$ cat src/design/i2c_register_access_sequencer_assert.svh
// Assertion macros for the I2C register access sequencer.
// Included by the modules that check their own logic; no other dependencies.
`ifndef I2C_REGISTER_ACCESS_SEQUENCER_ASSERT_SVH
`define I2C_REGISTER_ACCESS_SEQUENCER_ASSERT_SVH
`ifndef SYNTH
`define I2CRAS_ASSERT(lbl, clk, rstn, prop, msg) \
  lbl: assert property (@(posedge clk) disable iff (!(rstn)) (prop)) else $error(msg);
`define I2CRAS_NEVER(lbl, clk, rstn, expr, msg) \
  lbl: assert property (@(posedge clk) disable iff (!(rstn)) !(expr)) else $error(msg);
`else
`define I2CRAS_ASSERT(lbl, clk, rstn, prop, msg)
`define I2CRAS_NEVER(lbl, clk, rstn, expr, msg)
`endif
`endif

$ cat src/design/i2cras_pkg.sv
// Shared types and constants for the I2C register access sequencer.
// No dependencies.
`timescale 1ns / 1ps
package i2cras_pkg;

  typedef enum logic [2:0] {
    CMD_NONE   = 3'd0,
    CMD_START  = 3'd1,
    CMD_SEND   = 3'd2,
    CMD_RSTART = 3'd3,
    CMD_RECV   = 3'd4,
    CMD_NACK   = 3'd5,
    CMD_STOP   = 3'd6
  } cmd_e;

  localparam logic [1:0] ERR_OK       = 2'd0;
  localparam logic [1:0] ERR_DEV_NAK  = 2'd1;
  localparam logic [1:0] ERR_RDEV_NAK = 2'd2;
  localparam logic [1:0] ERR_DATA_NAK = 2'd3;

  localparam logic [7:0] DIR_CLEAR = 8'hFE;
  localparam logic [7:0] DIR_READ  = 8'h01;

  localparam logic REQ_START = 1'b0;

  typedef struct packed {
    cmd_e       cmd;
    logic [7:0] send_byte;
    logic [7:0] read_data;
    logic       done;
    logic [1:0] error;
  } res_t;

endpackage

$ cat src/design/i2cras_seq.sv
// Sequencer state and single-pass step logic for one request or bus event.
// Depends on i2cras_pkg and the assertion macro header.
`timescale 1ns / 1ps
`include "i2c_register_access_sequencer_assert.svh"
module i2cras_seq (
  input  logic              clk_i,
  input  logic              rst_ni,
  input  logic              accept_i,
  input  logic              req_type_i,
  input  logic [7:0]        device_byte_i,
  input  logic [7:0]        reg_address_i,
  input  logic              read_not_write_i,
  input  logic [7:0]        write_data_i,
  input  logic              nak_seen_i,
  input  logic [7:0]        received_byte_i,
  output i2cras_pkg::res_t  res_o
);

  typedef enum logic [3:0] {
    PH_DEV       = 4'd0,
    PH_ADDR      = 4'd1,
    PH_CHK_ADDR  = 4'd2,
    PH_RDEV      = 4'd3,
    PH_CHK_RDEV  = 4'd4,
    PH_RECV      = 4'd5,
    PH_NACK      = 4'd6,
    PH_RD_END    = 4'd7,
    PH_CHK_DATA  = 4'd10,
    PH_WR_END    = 4'd11,
    PH_IDLE      = 4'd12
  } phase_e;

  phase_e           phase_q, phase_d;
  logic             dir_q, dir_d;
  logic [7:0]       dev_q, dev_d;
  logic [7:0]       adr_q, adr_d;
  logic [7:0]       wd_q, wd_d;
  logic [7:0]       rd_q, rd_d;
  logic [1:0]       err_q, err_d;
  logic             done_q, done_d;
  i2cras_pkg::cmd_e cmd;
  logic [7:0]       tx;

  always_comb begin
    phase_d = phase_q;
    dir_d   = dir_q;
    dev_d   = dev_q;
    adr_d   = adr_q;
    wd_d    = wd_q;
    rd_d    = rd_q;
    err_d   = err_q;
    done_d  = done_q;
    cmd     = i2cras_pkg::CMD_NONE;
    tx      = 8'h00;
    if (req_type_i == i2cras_pkg::REQ_START) begin
      dev_d   = device_byte_i;
      adr_d   = reg_address_i;
      dir_d   = read_not_write_i;
      wd_d    = write_data_i;
      err_d   = i2cras_pkg::ERR_OK;
      done_d  = 1'b0;
      phase_d = PH_DEV;
      cmd     = i2cras_pkg::CMD_START;
    end else begin
      case (phase_q)
        PH_DEV: begin
          cmd     = i2cras_pkg::CMD_SEND;
          tx      = dev_q & i2cras_pkg::DIR_CLEAR;
          phase_d = PH_ADDR;
        end
        PH_ADDR: begin
          cmd     = i2cras_pkg::CMD_SEND;
          tx      = adr_q;
          phase_d = PH_CHK_ADDR;
        end
        PH_CHK_ADDR: begin
          if (nak_seen_i) begin
            err_d   = i2cras_pkg::ERR_DEV_NAK;
            done_d  = 1'b1;
            phase_d = PH_IDLE;
          end else if (dir_q) begin
            cmd     = i2cras_pkg::CMD_RSTART;
            phase_d = PH_RDEV;
          end else begin
            cmd     = i2cras_pkg::CMD_SEND;
            tx      = wd_q;
            phase_d = PH_CHK_DATA;
          end
        end
        PH_RDEV: begin
          cmd     = i2cras_pkg::CMD_SEND;
          tx      = dev_q | i2cras_pkg::DIR_READ;
          phase_d = PH_CHK_RDEV;
        end
        PH_CHK_RDEV: begin
          if (nak_seen_i) begin
            err_d   = i2cras_pkg::ERR_RDEV_NAK;
            done_d  = 1'b1;
            phase_d = PH_IDLE;
          end else begin
            cmd     = i2cras_pkg::CMD_RECV;
            phase_d = PH_RECV;
          end
        end
        PH_RECV: begin
          rd_d    = received_byte_i;
          cmd     = i2cras_pkg::CMD_NACK;
          phase_d = PH_NACK;
        end
        PH_NACK: begin
          cmd     = i2cras_pkg::CMD_STOP;
          phase_d = PH_RD_END;
        end
        PH_CHK_DATA: begin
          if (nak_seen_i) begin
            err_d   = i2cras_pkg::ERR_DATA_NAK;
            done_d  = 1'b1;
            phase_d = PH_IDLE;
          end else begin
            cmd     = i2cras_pkg::CMD_STOP;
            phase_d = PH_WR_END;
          end
        end
        PH_RD_END, PH_WR_END: begin
          err_d   = i2cras_pkg::ERR_OK;
          done_d  = 1'b1;
          phase_d = PH_IDLE;
        end
        default: begin
        end
      endcase
    end
  end

  assign res_o = '{cmd: cmd, send_byte: tx, read_data: rd_d, done: done_d, error: err_d};

  always_ff @(posedge clk_i or negedge rst_ni) begin
    if (!rst_ni) begin
      phase_q <= PH_IDLE;
      dir_q   <= 1'b0;
      dev_q   <= 8'h00;
      adr_q   <= 8'h00;
      wd_q    <= 8'h00;
      rd_q    <= 8'h00;
      err_q   <= i2cras_pkg::ERR_OK;
      done_q  <= 1'b0;
    end else if (accept_i) begin
      phase_q <= phase_d;
      dir_q   <= dir_d;
      dev_q   <= dev_d;
      adr_q   <= adr_d;
      wd_q    <= wd_d;
      rd_q    <= rd_d;
      err_q   <= err_d;
      done_q  <= done_d;
    end
  end

  `I2CRAS_ASSERT(a_done_idle, clk_i, rst_ni, done_q |-> (phase_q == PH_IDLE), "done while busy")
  `I2CRAS_ASSERT(a_err_done, clk_i, rst_ni, (err_q != i2cras_pkg::ERR_OK) |-> done_q, "error without done")
  `I2CRAS_ASSERT(a_start_clears, clk_i, rst_ni, (accept_i && (req_type_i == i2cras_pkg::REQ_START)) |=> (!done_q && (phase_q == PH_DEV) && (err_q == i2cras_pkg::ERR_OK)), "start did not restart sequence")

endmodule

$ cat src/design/i2cras_out_buf.sv
// Two-entry output buffer (output register plus skid register) for result words.
// Depends on i2cras_pkg and the assertion macro header.
`timescale 1ns / 1ps
`include "i2c_register_access_sequencer_assert.svh"
module i2cras_out_buf (
  input  logic              clk_i,
  input  logic              rst_ni,
  input  logic              push_i,
  input  i2cras_pkg::res_t  push_data_i,
  output logic              push_ready_o,
  output logic              out_valid_o,
  input  logic              out_ready_i,
  output i2cras_pkg::res_t  out_data_o
);

  logic             main_valid_q;
  logic             skid_valid_q;
  i2cras_pkg::res_t main_q;
  i2cras_pkg::res_t skid_q;
  logic             pop;

  assign pop          = main_valid_q & out_ready_i;
  assign push_ready_o = ~skid_valid_q;
  assign out_valid_o  = main_valid_q;
  assign out_data_o   = main_q;

  always_ff @(posedge clk_i or negedge rst_ni) begin
    if (!rst_ni) begin
      main_valid_q <= 1'b0;
      skid_valid_q <= 1'b0;
    end else if (pop) begin
      if (skid_valid_q) begin
        skid_valid_q <= 1'b0;
      end else begin
        main_valid_q <= push_i;
      end
    end else if (push_i) begin
      if (main_valid_q) begin
        skid_valid_q <= 1'b1;
      end else begin
        main_valid_q <= 1'b1;
      end
    end
  end

  always_ff @(posedge clk_i) begin
    if (pop) begin
      if (skid_valid_q) begin
        main_q <= skid_q;
      end else if (push_i) begin
        main_q <= push_data_i;
      end
    end else if (push_i) begin
      if (main_valid_q) begin
        skid_q <= push_data_i;
      end else begin
        main_q <= push_data_i;
      end
    end
  end

  `I2CRAS_ASSERT(a_skid_main, clk_i, rst_ni, skid_valid_q |-> main_valid_q, "skid filled while output empty")
  `I2CRAS_NEVER(a_no_overflow, clk_i, rst_ni, push_i && skid_valid_q, "push into full buffer")
  `I2CRAS_ASSERT(a_stall_skid, clk_i, rst_ni, (main_valid_q && !out_ready_i && push_i && !skid_valid_q) |=> skid_valid_q, "stalled push lost")

endmodule

$ cat src/design/i2c_register_access_sequencer.sv
// I2C register access sequencer: top level joining the step logic and the output buffer.
// Depends on i2cras_pkg, i2cras_seq and i2cras_out_buf.
`timescale 1ns / 1ps
// Usage:
//   Input channel (in_valid_i / in_ready_o) carries a start request (req_type_i = 0,
//   with device byte, register address, direction and write data) or a bus-complete
//   event (req_type_i = 1, with the NAK flag and the received byte).
//   Each accepted word gives exactly one result word on the output channel
//   (out_valid_o / out_ready_i): next bus command, byte to send, read data,
//   done and error code.
//   Each result word is registered in the output buffer when its input word is accepted.
//   Throughput: one word per cycle while in_ready_o is high; the step logic between
//   the sequencer state registers and the output register sets this figure.
//   When the receiver stalls, the output register holds its word and a skid
//   register takes one more; in_ready_o drops only while the skid register is full,
//   and rises again once the receiver takes a word.
//   Reset: the sequencer goes idle with done and error cleared and read data zero;
//   both output entries are empty. Events while idle return a word with no command.
//   A start request while a sequence runs drops it and begins a new one.
module i2c_register_access_sequencer (
  input  logic       clk_i,
  input  logic       rst_ni,
  input  logic       in_valid_i,
  output logic       in_ready_o,
  input  logic       req_type_i,
  input  logic [7:0] device_byte_i,
  input  logic [7:0] reg_address_i,
  input  logic       read_not_write_i,
  input  logic [7:0] write_data_i,
  input  logic       nak_seen_i,
  input  logic [7:0] received_byte_i,
  output logic       out_valid_o,
  input  logic       out_ready_i,
  output logic [2:0] bus_command_o,
  output logic [7:0] send_byte_o,
  output logic [7:0] read_data_o,
  output logic       done_res_o,
  output logic [1:0] error_code_o
);

  logic             accept;
  i2cras_pkg::res_t step_res;
  i2cras_pkg::res_t out_res;

  assign accept = in_valid_i & in_ready_o;

  i2cras_seq u_seq (
    .clk_i            (clk_i),
    .rst_ni           (rst_ni),
    .accept_i         (accept),
    .req_type_i       (req_type_i),
    .device_byte_i    (device_byte_i),
    .reg_address_i    (reg_address_i),
    .read_not_write_i (read_not_write_i),
    .write_data_i     (write_data_i),
    .nak_seen_i       (nak_seen_i),
    .received_byte_i  (received_byte_i),
    .res_o            (step_res)
  );

  i2cras_out_buf u_out_buf (
    .clk_i        (clk_i),
    .rst_ni       (rst_ni),
    .push_i       (accept),
    .push_data_i  (step_res),
    .push_ready_o (in_ready_o),
    .out_valid_o  (out_valid_o),
    .out_ready_i  (out_ready_i),
    .out_data_o   (out_res)
  );

  assign bus_command_o = 3'(out_res.cmd);
  assign send_byte_o   = out_res.send_byte;
  assign read_data_o   = out_res.read_data;
  assign done_res_o    = out_res.done;
  assign error_code_o  = out_res.error;

endmodule

$ cat config.mk
export PLATFORM = sky130hd
export DESIGN_NAME = i2c_register_access_sequencer
export DESIGN_NICKNAME = d
export VERILOG_FILES = /design/src/design/i2cras_pkg.sv /design/src/design/i2cras_seq.sv /design/src/design/i2cras_out_buf.sv /design/src/design/i2c_register_access_sequencer.sv
export VERILOG_INCLUDE_DIRS = /design/src /design/src/design
export SDC_FILE = /design/constraint.sdc
export NUM_CORES = 1
export LEC_CHECK = 0
export ABC_AREA = 1
export BUFFER_PORTS_ARGS = -buffer_cell sky130_fd_sc_hd__buf_4
export CORE_MARGIN = 2
export CORE_UTILIZATION = 51
export DETAILED_ROUTE_END_ITERATION = 8
export HOLD_SLACK_MARGIN = 0.05
export PLACE_DENSITY = 0.76
export SLEW_MARGIN = 40
export SYNTH_ARGS = -nofsm -noshare
export SYNTH_HDL_FRONTEND = slang
export SYNTH_SLANG_ARGS = --single-unit
export TNS_END_PERCENT = 50
$ cat constraint.sdc
create_clock -name clk_i -period 2.5 [get_ports clk_i]
set_input_delay 0.375 -clock clk_i [delete_from_list [all_inputs] [get_ports clk_i]]
set_output_delay 0.375 -clock clk_i [all_outputs]
set_load 0.02 [all_outputs]
# After elaboration in Yosys (flattened, before gate mapping)
# Index checks and enable logic that the tools add are counted.
[word_totals]
reg_bits = 86
input_bits = 39
output_inout_bits = 24
word_cells = 87
[classes]
eq_ne = 12
n_mux = 37
bitwise_logic = 5
n_reduce_logical = 13
[ops]
columns = ["operator", "count"]
rows = [
  ["$mux W22", 5],
  ["$mux W8", 5],
  ["$pmux W4 S9", 1],
  ["$pmux W8 S4", 1],
  ["$pmux W3 S6", 1],
  ["$eq A4 B3 Y1 const B", 4],
  ["$mux W4", 4],
  ["$mux W3", 5],
  ["$ne A10 B1 Y1 const B", 1],
  ["$mux W1", 9],
  ["$eq A4 B2 Y1 const B", 2],
  ["$eq A4 B4 Y1 const B", 2],
  ["$mux W2", 4],
  ["$pmux W2 S4", 1],
  ["$reduce_and A2 Y1", 4],
  ["$reduce_and A3 Y1", 2],
  ["$reduce_bool A2 Y1", 3],
  ["$reduce_or A3 Y1", 2],
  ["$eq A4 B1 Y1 const B", 1],
  ["$logic_not A4 Y1", 1],
  ["$ne A2 B2 Y1 const B", 2],
  ["$not A1 Y1", 3],
  ["$and A1 B1 Y1", 2],
  ["$pmux W1 S2", 1],
  ["$reduce_or A2 Y1", 1],
]

# Depth between registers and ports, before layout
# Gate-level depths: netlist (run 1).
[logic_depth]
word_depth = 7
ltp_mapped = 10
depth_no_buf = 10

# Hierarchy
# A second synthesis (run 1) with hierarchy kept.
[unflattened]
hier_cells = 391
hier_area_um2 = 3975.1
[modules_own_cells]
columns = ["module", "instances", "cells_per_inst", "area_each_um2", "seq_area_each_um2"]
rows = [
  ["i2cras_seq", 1, 250, 2130.8, 978.4],
  ["i2cras_out_buf", 1, 139, 1836.8, 1371.3],
  ["i2c_register_access_sequencer", 1, 2, 7.5, 0.0],
]

# Worst setup path after synthesis (run 1)
# Ideal clock, no wire load.
[synth_path]
path_kind = "reg2reg"
start = "reg u_out_buf.main_valid_q (netlist: u_out_buf.out_valid_o)"
end = "reg u_out_buf.main_q (netlist bit u_out_buf.out_data_o[0]) (enable)"
setup_ps = 408
arrival_time_ps = 2246
required_ps = 2092
path_slack_ps = -154
path_stages_with_launch = 6
n_path_buf = 1
synth_period_minus_slack_ps = 2654
path_cell_list = "dfrtp_1 nand2_1 nor2_1 inv_1 clkbuf_1 a21oi_1"
[synth_between]
elab_chain_len = 3
word_cells_on_any_way = 4
cone_classes = "eq/ne (1); bitwise (1); reduce/logical (2)"
[synth_lines]
columns = ["item", "line", "rtl"]
rows = [
  ["from (decl)", "i2cras_out_buf.sv:16", "logic main_valid_q;"],
  ["from (signal assigned)", "i2cras_out_buf.sv:35", "main_valid_q <= push_i;"],
  ["$and A1 B1 Y1", "i2cras_out_buf.sv:22", "assign pop = main_valid_q & out_ready_i;"],
  ["$ne A2 B2 Y1 (no line) / $reduce_bool A2 Y1 (equally long branches)", "--", ""],
  ["$reduce_and A3 Y1 (no line) (*)", "--", ""],
  ["to (signal assigned)", "i2cras_out_buf.sv:49", "main_q <= skid_q;"],
  ["to (signal assigned)", "i2cras_out_buf.sv:51", "main_q <= push_data_i;"],
  ["to (signal assigned)", "i2cras_out_buf.sv:57", "main_q <= push_data_i;"],
  ["to (decl)", "i2cras_out_buf.sv:18", "i2cras_pkg::res_t main_q;"],
]
# Every way passes the cells marked *; elsewhere a longest branch is shown, timed or not.
# A chain may end at the register's enable or synchronous reset.

# Final worst setup path (run 1)
[layout_path]
start = "reg u_seq.phase_q[2]"
end = "reg u_out_buf.main_q (netlist bit u_out_buf.out_data_o[4]), data pin"
[layout_between]
elab_chain_len = 6
word_cells_on_any_way = 8
cone_classes = "eq/ne (1); mux (7)"
[layout_lines]
columns = ["item", "line", "rtl"]
rows = [
  ["from (decl)", "i2cras_seq.sv:33", "phase_e phase_q, phase_d;"],
  ["from (signal assigned)", "i2cras_seq.sv:148", "phase_q <= phase_d;"],
  ["$eq A4 B3 Y1 (*)", "i2cras_seq.sv:65", "case (phase_q)"],
  ["$mux W8 (*)", "i2cras_seq.sv:65", ""],
  ["$mux W8 (*)", "i2cras_seq.sv:55", "if (req_type_i == i2cras_pkg::REQ_START) begin"],
  ["$mux W22 (on tied branches)", "i2cras_out_buf.sv:54, i2cras_out_buf.sv:50", ""],
  ["$mux W22 (on tied branches)", "i2cras_out_buf.sv:53, i2cras_out_buf.sv:48", ""],
  ["$mux W22 (*)", "i2cras_out_buf.sv:47", "if (pop) begin"],
]
# Every way passes the cells marked *; elsewhere a longest branch is shown, timed or not. The select of a mux whose other input is x is not followed.

==> results of run 1 <==
## sequential cells by signal, indices dropped and copies added, names as in the netlist
register,flops
u_seq.err_q,2
u_out_buf.out_data_o,22
u_seq.dev_q,7
u_seq.dir_q,1
u_out_buf.skid_valid_q,1
u_seq.phase_q,4
u_out_buf.skid_q,22
u_seq.wd_q,8
u_seq.rd_q,8
u_out_buf.out_valid_o,1
u_seq.adr_q,8
u_seq.done_q,1
## worst max-delay path by stage
stage / start / cells past startpoint / slack [ns] / end
floorplan: u_out_buf.skid_valid_q$_DFFE_PN0P_ / 4 / 0.21 / u_out_buf.skid_q[0]$_DFFE_PP_
detailed placement: req_type_i / 4 / 0.62 / u_seq.wd_q[3]$_DFFE_PN0P_
finish: u_seq.phase_q[2]$_DFFE_PN1P_ / 5 / 0.66 / u_out_buf.out_data_o[4]$_DFFE_PP_
global placement: req_type_i / 4 / 0.64 / u_seq.wd_q[3]$_DFFE_PN0P_
global route: u_seq.phase_q[0]$_DFFE_PN0P_ / 5 / 0.50 / u_out_buf.out_data_o[4]$_DFFE_PP_
CTS: u_seq.phase_q[2]$_DFFE_PN1P_ / 5 / 0.66 / u_out_buf.out_data_o[3]$_DFFE_PP_
## power groups by stage
stage | registers (mW) | clock network, mW | logic (mW)
floorplan | 2.43 | 0 | 1.12
global placement | 2.28 | 0 | 1.85
detailed placement | 2.30 | 0 | 1.89
CTS | 2.27 | 0.922 | 1.89
global route | 2.33 | 0.985 | 2.11
finish | 2.27 | 0.897 | 1.89
## placed cells by master (no fill, tap or decap), drive strengths merged
cell	instances
mux2	24
dfstp	2
nand2	132
clkbuf	10
inv	38
clkinv	3
nand4	1
a31oi	7
o211ai	1
dlygate4sd3	1
nor2	21
edfxtp	44
o21ai	42
dfrtp	39
a21oi	8
buf	66
clkinvlp	1
nand3	30
## logic make-up (layout without fill, tap and decap cells)
kind of cell    Yosys count  after routing  synth area share (%)
simple gates            184            184                  20.1
flops                    85             85                  60.0
compound gates           58             58                  8.08
buf+inv                  49            119                  4.95
mux                      24             24                  6.90
## synth_stat cells (2+ instances only)
library cell | instances | area (um^2)
a21oi_1 | 7 | 35.0
a31oi_1 | 7 | 43.8
buf_1 | 2 | 7.51
buf_2 | 2 | 10.0
clkbuf_1 | 8 | 30.0
dfrtp_1 | 39 | 976
dfstp_2 | 2 | 52.6
edfxtp_1 | 44 | 1320
inv_1 | 33 | 124
inv_2 | 3 | 11.3
mux2_2 | 24 | 270
nand2_1 | 126 | 473
nand2_2 | 6 | 37.5
nand3_1 | 29 | 145
nor2_1 | 16 | 60.1
nor2_2 | 2 | 12.5
nor2_4 | 2 | 22.5
o21ai_0 | 11 | 55.1
o21ai_1 | 28 | 140
o21ai_2 | 3 | 26.3
## critical path, stage by stage, from the launching register on
cell and delay (ns):
dfstp_2 0.59, inv_2 0.08, nor2_4 0.15, nand3_2 0.30, o21ai_1 0.40, o21ai_1 0.09
## layout make-up
class | instances | share of cell area, %
Sequential cell | 85 | 50.2
Multi-Input combinational cell | 266 | 29.5
Timing Repair Buffer | 67 | 10.8
Clock buffer | 10 | 2.94
Inverter | 36 | 2.89
Tap cell | 99 | 2.65
Clock inverter | 6 | 0.989
## stage by stage
step                      utilization (%)  instance area, um^2
after floorplan                         -                 3920
after global placement               61.2                 4490
after detailed placement             61.2                 4490
after CTS                            63.9                 4680
after global routing                 63.9                 4680
final                                63.9                 4680
## metal layers
metal,part of all wire (%),vias up,global-route usage [%]
li1,-,1472,-
met1,48,1323,29.7
met2,47,73,29.5
met3,4.3,6,4.19
met4,0.88,0,7.20
met5,0,-,0
==> run_results.csv, run 1 <==
group,metric,value,unit
sta,clock_skew,0.00990,ns
synthesis,ys_types,26,
finish,seqCellArea,2350,um^2
die,dieArea,8400,um^2
pwr,ir_drop,0.577,mV
pwr,power,5.06,mW
die,die_height,91.6,um
cts,root_buffer,"clkbuf_8",
place,dp_hpwl,5750,um
sta,worst_slack,0.656,ns
pwr,p_seq_share,45.0,%
grt,grt_use_total,20.1,%
grt,first_global_vias,2722,
cts,cts_setup_buffers,0,
sta,drv_slew,0,
cts,clkSlewWorstSetupHoldPaths,0.09,ns
pwr,power_density,1080,nW/um^2
sta,period_share,73.8,%
outcome,status,"finished, final reports clean",
cts,clockBufferDepth,2,
setup_path,endpoint_kind,"register",
detailed_routing,drc,0,
cts,cts_tree,"done",
pwr,p_sw,1.90,mW
finish,diodes,0,
min_path,min_path_cells,2,
sta,finalHoldViolCount,0,
detailed_routing,drt-total-wl,7800,um
synthesis,synth-async-reset-ratio,48.2,%
finish,drive_gt1_share,27.4,%
setup_path,path_class,"reg2reg",
detailed_routing,first_pass_iters,5,
min_path,hold_end,"u_seq.dev_q[3]$_DFFE_PN0P_",
detailed_routing,viasPerCell,5.05,
detailed_routing,wire_per_inst,13.7,um
grt,grt_pass1_wl,13100,um
synthesis,synth_edf_count,44,
pwr,clock_power_share,17.7,%
min_path,min_path_type,"in2reg",
cts,h-tree-depth,3,
cts,insertion_delay,0.36,ns
detailed_routing,ant_nets,0,
finish,fin_nets,504,
pwr,internal-power,3.16,mW
synthesis,netlist_area,3920,um^2
detailed_routing,vias,2874,
die,fp-row-count,31,
setup_path,reg2reg_depth,5,
die,die_x,91.6,um
cts,holdBufCountCts,1,
synthesis,synth-seq-area-share,60.0,%
grt,grt_max_degree,42,
place,place_congestion,0.852,
pwr,pwr-share-comb,37.3,%
sta,tns,0,ns
die,ios,63,
finish,area_delta_synth_final,19.5,%
synthesis,yosysWarnings,0,
setup_path,worst_ep_required_time,2.61,ns
sta,max_freq,0.542,GHz
detailed_routing,drt_iter0_drc,238,
finish,multi_input_area,1380,um^2
min_path,hold_path_startpoint,"device_byte_i[3]",
die,start_util,53.4,%
sta,hold_ws,0.247,ns
setup_path,cp-start-kind,"register",
sta,worst_pin_slew,0.563,ns
setup_path,r2r_end,"u_out_buf.out_data_o[4]$_DFFE_PP_",
place,place_ws,0.618,ns
synthesis,synth_area_per_cell,9.79,um^2
setup_path,cp.arrival,1.95,ns
finish,fill_cells,602,
pwr,total_leakage_power,2.17,nW
grt,antenna_found_initial,0,
die,fp.coreArea,7330,um^2
sta,rsz0062_at_grt,"false",
place,placement.io_buffers,61,
job,maxCapViolCount,0,
synthesis,synth_cells,400,
cts,cts.repair.resized,0,
cts,cts.sinks,85,
setup_path,r2r_slack,0.66,ns
sta,period_needed,1.84,ns
synthesis,yosys_most_used_dff,"edfxtp_1",
setup_path,crit_fanout,16,
pwr,sw_frac_of_total,37.5,%
cts,cts_buffers,9,
sta,max-slew-margin-rel,62.4,%
finish,final_cell_count_no_fill,569,
grt,overflow,0,
setup_path,r2r_start,"u_seq.phase_q[2]$_DFFE_PN1P_",
synthesis,synth_seq_cells,85,
synthesis,syn_nets,439,
place,dp.cells,552,
sta,setup_viol,0,
Note: power is estimated with default switching activity, not from simulation.
==> run 2: changes to the inputs <==
- ABC_AREA: 1 -> 0
- CORE_UTILIZATION: 51 -> 56
- PLACE_DENSITY: 0.76 -> 0.79
- clock period: 2.5 -> 1.7 ns (I/O delays scaled with it)
==> run 2 against run 1 <==
Synthesized cell count decreased by 32%; worst setup slack got worse by 0.81 ns; sequential power increased by 59%; the run now ends with setup timing left; global-route usage increased by 3.0 points; final area increased by 5.7%; total power increased by 69%; first-iteration DRC count decreased by 52%; non-clock buffer count increased by 33; critical endpoint is now u_out_buf.out_data_o[5]$_DFFE_PP_; hold slack got worse by 0.15 ns; register-to-register slack got worse by 0.81 ns; fmax decreased by 0.50%; clock skew increased by 0.0014 ns; highest routed layer unchanged.
==> run_results.csv, run 2 <==
group,metric,value,unit
place,dp_hpwl,5370,um
grt,antenna_found_initial,0,
pwr,total_leakage_power,2.15,nW
die,start_util,58.6,%
cts,clockBufferDepth,2,
place,dpl-instance-area,4620,um^2
sta,tns,-2.76,ns
pwr,clock_power_share,18.1,%
cts,insertion_delay,0.35,ns
min_path,min_path_type,"in2reg",
synthesis,netlist_area,3790,um^2
die,fp.coreArea,6460,um^2
finish,area_delta_synth_final,30.7,%
finish,fin_nets,406,
synthesis,ys_types,45,
pwr,pwr-share-comb,39.6,%
finish,drive_gt1_share,51.9,%
finish,final_cell_area,4950,um^2
sta,max-slew-margin-rel,62.8,%
detailed_routing,viasPerCell,5.68,
synthesis,yosysWarnings,0,
sta,hold_ws,0.0979,ns
synthesis,synth_cells,272,
setup_path,endpoint_kind,"register",
place,place_ws,-0.202,ns
detailed_routing,ant_nets,0,
finish,diodes,0,
die,die_x,86.2,um
grt,grt_pass1_wl,13100,um
sta,clock_skew,0.0113,ns
synthesis,yosys_most_used_dff,"edfxtp_1",
setup_path,path_class,"reg2reg",
sta,period_needed,1.85,ns
place,placement.io_buffers,61,
synthesis,synth_seq_cells,85,
synthesis,synth_top_area_share,34.9,%
setup_path,cp.arrival,1.95,ns
synthesis,synth.most_common_cell,"mux2_2",
detailed_routing,drt-total-wl,7810,um
grt,grt_use_total,23.1,%
min_path,hold_path_startpoint,"out_ready_i",
detailed_routing,first_pass_iters,4,
detailed_routing,vias,2549,
setup_path,worst_ep_required_time,1.80,ns
sta,period_share,109,%
die,fp-row-count,29,
die,dieArea,7430,um^2
pwr,internal-power,5.75,mW
setup_path,cp-startpoint,"u_seq.phase_q[3]$_DFFE_PN1P_",
cts,cts_buffers,9,
grt,overflow,0,
min_path,min_path_cells,2,
die,ios,63,
synthesis,synth_edf_count,44,
outcome,violations,"setup timing",
cts,root_buffer,"clkbuf_8",
place,place_congestion,0.838,
sta,setup_viol,29,
synthesis,synth_common_cells,"mux2_2, edfxtp_1, dfrtp_1, nand2_1, o21ai_0",
synthesis,syn_nets,311,
setup_path,reg2reg_depth,4,
sta,worst_pin_slew,0.557,ns
pwr,power_density,1720,nW/um^2
cts,cts.sinks,85,
sta,finalHoldViolCount,0,
pwr,sw_frac_of_total,32.5,%
finish,mostFrequentLayoutCell,"buf_4",
synthesis,yosysTopAreaCell,"edfxtp_1",
pwr,p_seq_share,42.2,%
setup_path,crit_fanout,8,
synthesis,synth-async-reset-ratio,48.2,%
outcome,status,"finished with violations",
die,die_height,86.2,um
cts,h-tree-depth,3,
cts,clkSlewWorstSetupHoldPaths,0.09,ns
grt,first_global_vias,2633,
cts,cts_tree,"done",
sta,drv_slew,0,
job,maxCapViolCount,0,
synthesis,synth.area.top_cells,"edfxtp_1, dfrtp_1, mux2_2",
pwr,p_sw,2.77,mW
grt,grt_max_degree,42,
sta,max_freq,0.540,GHz
setup_path,r2r_start,"u_seq.phase_q[3]$_DFFE_PN1P_",
detailed_routing,drt_iter0_drc,114,
sta,rsz0062_at_grt,"true",
detailed_routing,drc,0,
detailed_routing,wire_per_inst,17.4,um
sta,worst_slack,-0.153,ns
finish,fill_cells,405,
setup_path,cp-start-kind,"register",
synthesis,synth-seq-area-share,62.1,%
finish,final_cell_mix,"buf_4, mux2_2, edfxtp_1",
synthesis,synth_area_per_cell,13.9,um^2
pwr,ir_drop,0.947,mV
==> run 2: cell count changes in the layout (fill, tap and decap cells not counted), sizes merged, moves of 6 or more <==
cell	change
a31oi	-7
nor2b	+6
o21ai	-32
buf	+33
inv	-30
nand2	-120
and3	+9
a221o	+7
mux2	+34
nand3	-26
nor2	-11
==> run 2: layout make-up <==
cell class / count / area [um^2] / share of cell area (%)
inverters: 5 / 18.8 / 0.379
repair buffers: 100 / 816 / 16.5
flip-flops and latches: 85 / 2350 / 47.5
well taps: 77 / 96.3 / 1.95
multi-input cells: 166 / 1450 / 29.2
clock buffers: 11 / 153 / 3.09
clock inverters: 5 / 65.1 / 1.32
==> run 2: path summary, 6_finish.rpt <==
| kind | endpoint | slack [ns] |
|---|---|---|
| max | u_out_buf.out_data_o[5]$_DFFE_PP_ | -0.15 |
| min | u_out_buf.skid_valid_q$_DFFE_PN0P_ | 0.1 |
| max reg2reg | u_out_buf.out_data_o[5]$_DFFE_PP_ | -0.15 |
| min reg2reg | u_seq.err_q[0]$_DFFE_PN0P_ | 0.50 |
| max in group asynchronous | u_seq.phase_q[1]$_DFFE_PN0P_ | 0.87 |
| min in group asynchronous | u_seq.rd_q[6]$_DFFE_PN0P_ | 0.43 |
==> run 2: per-stage QoR <==
stage               utilization [%]  instances  power, mW
global placement               71.6        431       6.67
floorplan                         -        272       5.46
detailed placement             71.6        431       6.81
global route                   76.6        449       9.00
CTS                            76.2        448       8.51
finish                         76.6        449       8.52
==> run 2: logic make-up (layout without fill, tap and decap cells) <==
family / count (synthesis) / count (layout) / synth area share [%]
buffers and inverters: 21 / 121 / 2.38
DFF: 85 / 85 / 62.1
AOI/OAI and AO/OA: 45 / 45 / 8.49
muxes: 58 / 58 / 17.3
and+or+nand+nor: 61 / 61 / 9.35
xor gates and xnor gates: 2 / 2 / 0.463
==> run 2: critical path, cell delays in order, from the launching register on <==
cell and delay, ns:
dfstp_2 0.61, and2b_1 0.24, nand3_4 0.13, mux2_2 0.36, mux2_2 0.26
==> run 2: per-layer routing <==
layer / wire length [um] / global-route usage, % / share of wire [%]
met5: 0 / 0 / 0
met4: 174 / 8.81 / 2.2
met3: 349 / 4.38 / 4.5
met2: 3700 / 35.7 / 47
met1: 3580 / 32.9 / 46
==> run 2: what timing repair did <==
action                                  4_1_cts  5_1_grt
gates resized for setup                      20        5
endpoints found under the hold margin        39        0
pin swaps                                    14        1
hold buffers                                  1        0
endpoints found under the setup margin       28       37
buffers inserted                              0        1
==> run 2: power by group through the flow <==
stage                     combinational [mW]  sequential [mW]  clock, mW
final                                   3.38             3.60       1.55
after global routing                    3.65             3.69       1.67
after detailed placement                3.19             3.61          0
after floorplan                         1.65             3.80          0
after global placement                  3.09             3.58          0
after CTS                               3.34             3.59       1.58
==> run 3: changes to the inputs <==
- HOLD_SLACK_MARGIN: 0.05 -> 0.12
- MAX_ROUTING_LAYER: unset -> met4
- RECOVER_POWER: unset -> 100
==> run 3 against run 2 <==
The run still ends with setup timing left; final area grew 4.4%; final cell count up 5.8%; global-route usage increased by 2.4 points; register-to-register slack barely moved; fmax rose by 0.64%; die area stayed put; sequential cell count stayed put; first-iteration DRC count increased by 41%; largest cell class unchanged; largest power group unchanged; highest routed layer unchanged.
==> run_results.csv, run 3 (synthesized netlist as in run 2, its figures left out) <==
group,metric,value,unit
outcome,status,"finished with violations",
outcome,violations,"setup timing",
grt,grt_pass1_wl,13900,um
cts,cts_buffers,9,
pwr,ir_drop,0.872,mV
place,dp_hpwl,5530,um
setup_path,endpoint_kind,"register",
setup_path,crit_top_cell,"mux2_2",
setup_path,crit_fanout,8,
place,placement.io_buffers,61,
detailed_routing,wire_per_inst,19.0,um
detailed_routing,drt-total-wl,9040,um
detailed_routing,ant_nets,0,
die,fp.coreArea,6460,um^2
pwr,total_leakage_power,2.18,nW
cts,clockBufferDepth,2,
sta,hold_ws,0.120,ns
sta,clock_skew,0.0146,ns
die,ios,63,
cts,insertion_delay,0.37,ns
finish,final_cell_count_no_fill,475,
setup_path,crit_chain,"and2b_2, nand3_4, mux2_2, mux2_2",
finish,seqCellArea,2350,um^2
die,start_util,58.6,%
die,dieArea,7430,um^2
job,maxCapViolCount,0,
setup_path,cp.arrival,1.96,ns
finish,mostFrequentLayoutCell,"buf_4",
die,fp-row-count,29,
sta,drv_slew,0,
detailed_routing,vias,2747,
finish,multi_input_area,1500,um^2
setup_path,cpPeakStageDelay,0.57,ns
detailed_routing,drc,0,
finish,fin_nets,432,
setup_path,path_buf_inv,0,
min_path,min_path_type,"in2reg",
sta,worst_slack,-0.141,ns
grt,overflow,0,
place,place_ws,-0.205,ns
grt,antenna_found_initial,0,
sta,max_freq,0.543,GHz
cts,cts_tree,"done",
pwr,power_density,1670,nW/um^2
die,die_x,86.2,um
sta,period_share,108,%
sta,finalHoldViolCount,0,
place,place_congestion,0.827,
sta,worst_pin_slew,1.04,ns
grt,grt_use_total,25.5,%
sta,setup_viol,26,
die,die_height,86.2,um
sta,period_needed,1.84,ns
setup_path,path_class,"reg2reg",
finish,drive_gt1_share,46.5,%
finish,area_delta_synth_final,36.4,%
setup_path,cp-start-kind,"register",
sta,tns,-3.10,ns
finish,fill_cells,369,
detailed_routing,drt_iter0_drc,161,
place,dp.cells,433,
detailed_routing,first_pass_iters,4,
finish,final_cell_mix,"buf_4, mux2_2, edfxtp_1",
detailed_routing,viasPerCell,5.78,
sta,rsz0062_at_grt,"true",
setup_path,crit_path_top_delay_cell,"dfstp_2",
finish,diodes,0,
cts,clkSlewWorstSetupHoldPaths,0.10,ns
grt,first_global_vias,2776,
place,dpl-instance-area,4640,um^2
sta,max-slew-margin-rel,30.6,%
cts,h-tree-depth,3,
setup_path,path_delay_family,"multiplexers",
grt,grt_max_degree,42,
cts,cts.sinks,85,
cts,root_buffer,"clkbuf_8",
finish,final_cell_area,5160,um^2
setup_path,worst_ep_required_time,1.82,ns
-- run 3: power breakdown --
part	switching, mW	total (mW)	internal (mW)
Combinational	1.79	3.52	1.74
Sequential	0.413	3.58	3.17
Clock	0.817	1.52	0.705
Total	3.02	8.63	5.61
-- run 3: what timing repair did --
action                     4_1_cts  5_1_grt
pin swaps                       12        4
resized for setup               24       18
hold buffers                    16        2
hold endpoints to repair        54        2
setup buffers                    5        3
setup endpoints to repair       33       38
-- run 3: worst paths after layout --
check	startpoint	end	slack [ns]	cells past startpoint
worst max-delay path	u_seq.phase_q[3]$_DFFE_PN1P_	u_out_buf.out_data_o[3]$_DFFE_PP_	-0.14	4
worst min-delay path	read_not_write_i	u_seq.dir_q$_DFFE_PN0P_	0.12	2
worst max register to register	u_seq.phase_q[3]$_DFFE_PN1P_	u_out_buf.out_data_o[3]$_DFFE_PP_	-0.14	4
worst min register to register	u_seq.adr_q[7]$_DFFE_PN0P_	u_seq.adr_q[7]$_DFFE_PN0P_	0.51	1
max in group asynchronous	rst_ni	u_seq.phase_q[0]$_DFFE_PN0P_	0.41	2
min in group asynchronous	rst_ni	u_seq.rd_q[1]$_DFFE_PN0P_	0.60	2
-- run 3: area by class of cell --
cell class                      instances  share of cell area [%]
Sequential cell                        85                    45.5
Inverter                                5                   0.363
Clock buffer                            9                    2.40
Multi-Input combinational cell        166                    29.1
Timing Repair Buffer                  126                    19.1
Tap cell                               77                    1.87
Clock inverter                          7                    1.60
-- run 3: metrics by stage --
stage,power [mW],util (%)
6_report,8.63,80.0
3_5_place_dp,6.83,71.8
2_1_floorplan,5.46,-
4_1_cts,8.62,79.8
5_1_grt,9.05,80.0
3_3_place_gp,6.69,71.8
-- run 3: metal layers --
layer | vias to the layer above | routed length, um | track usage (%)
met4 | 0 | 194 | 8.81
li1 | 1265 | - | -
met2 | 92 | 4270 | 39.7
met1 | 1373 | 4070 | 33.9
met3 | 17 | 499 | 5.33
met5 | - | 0 | -
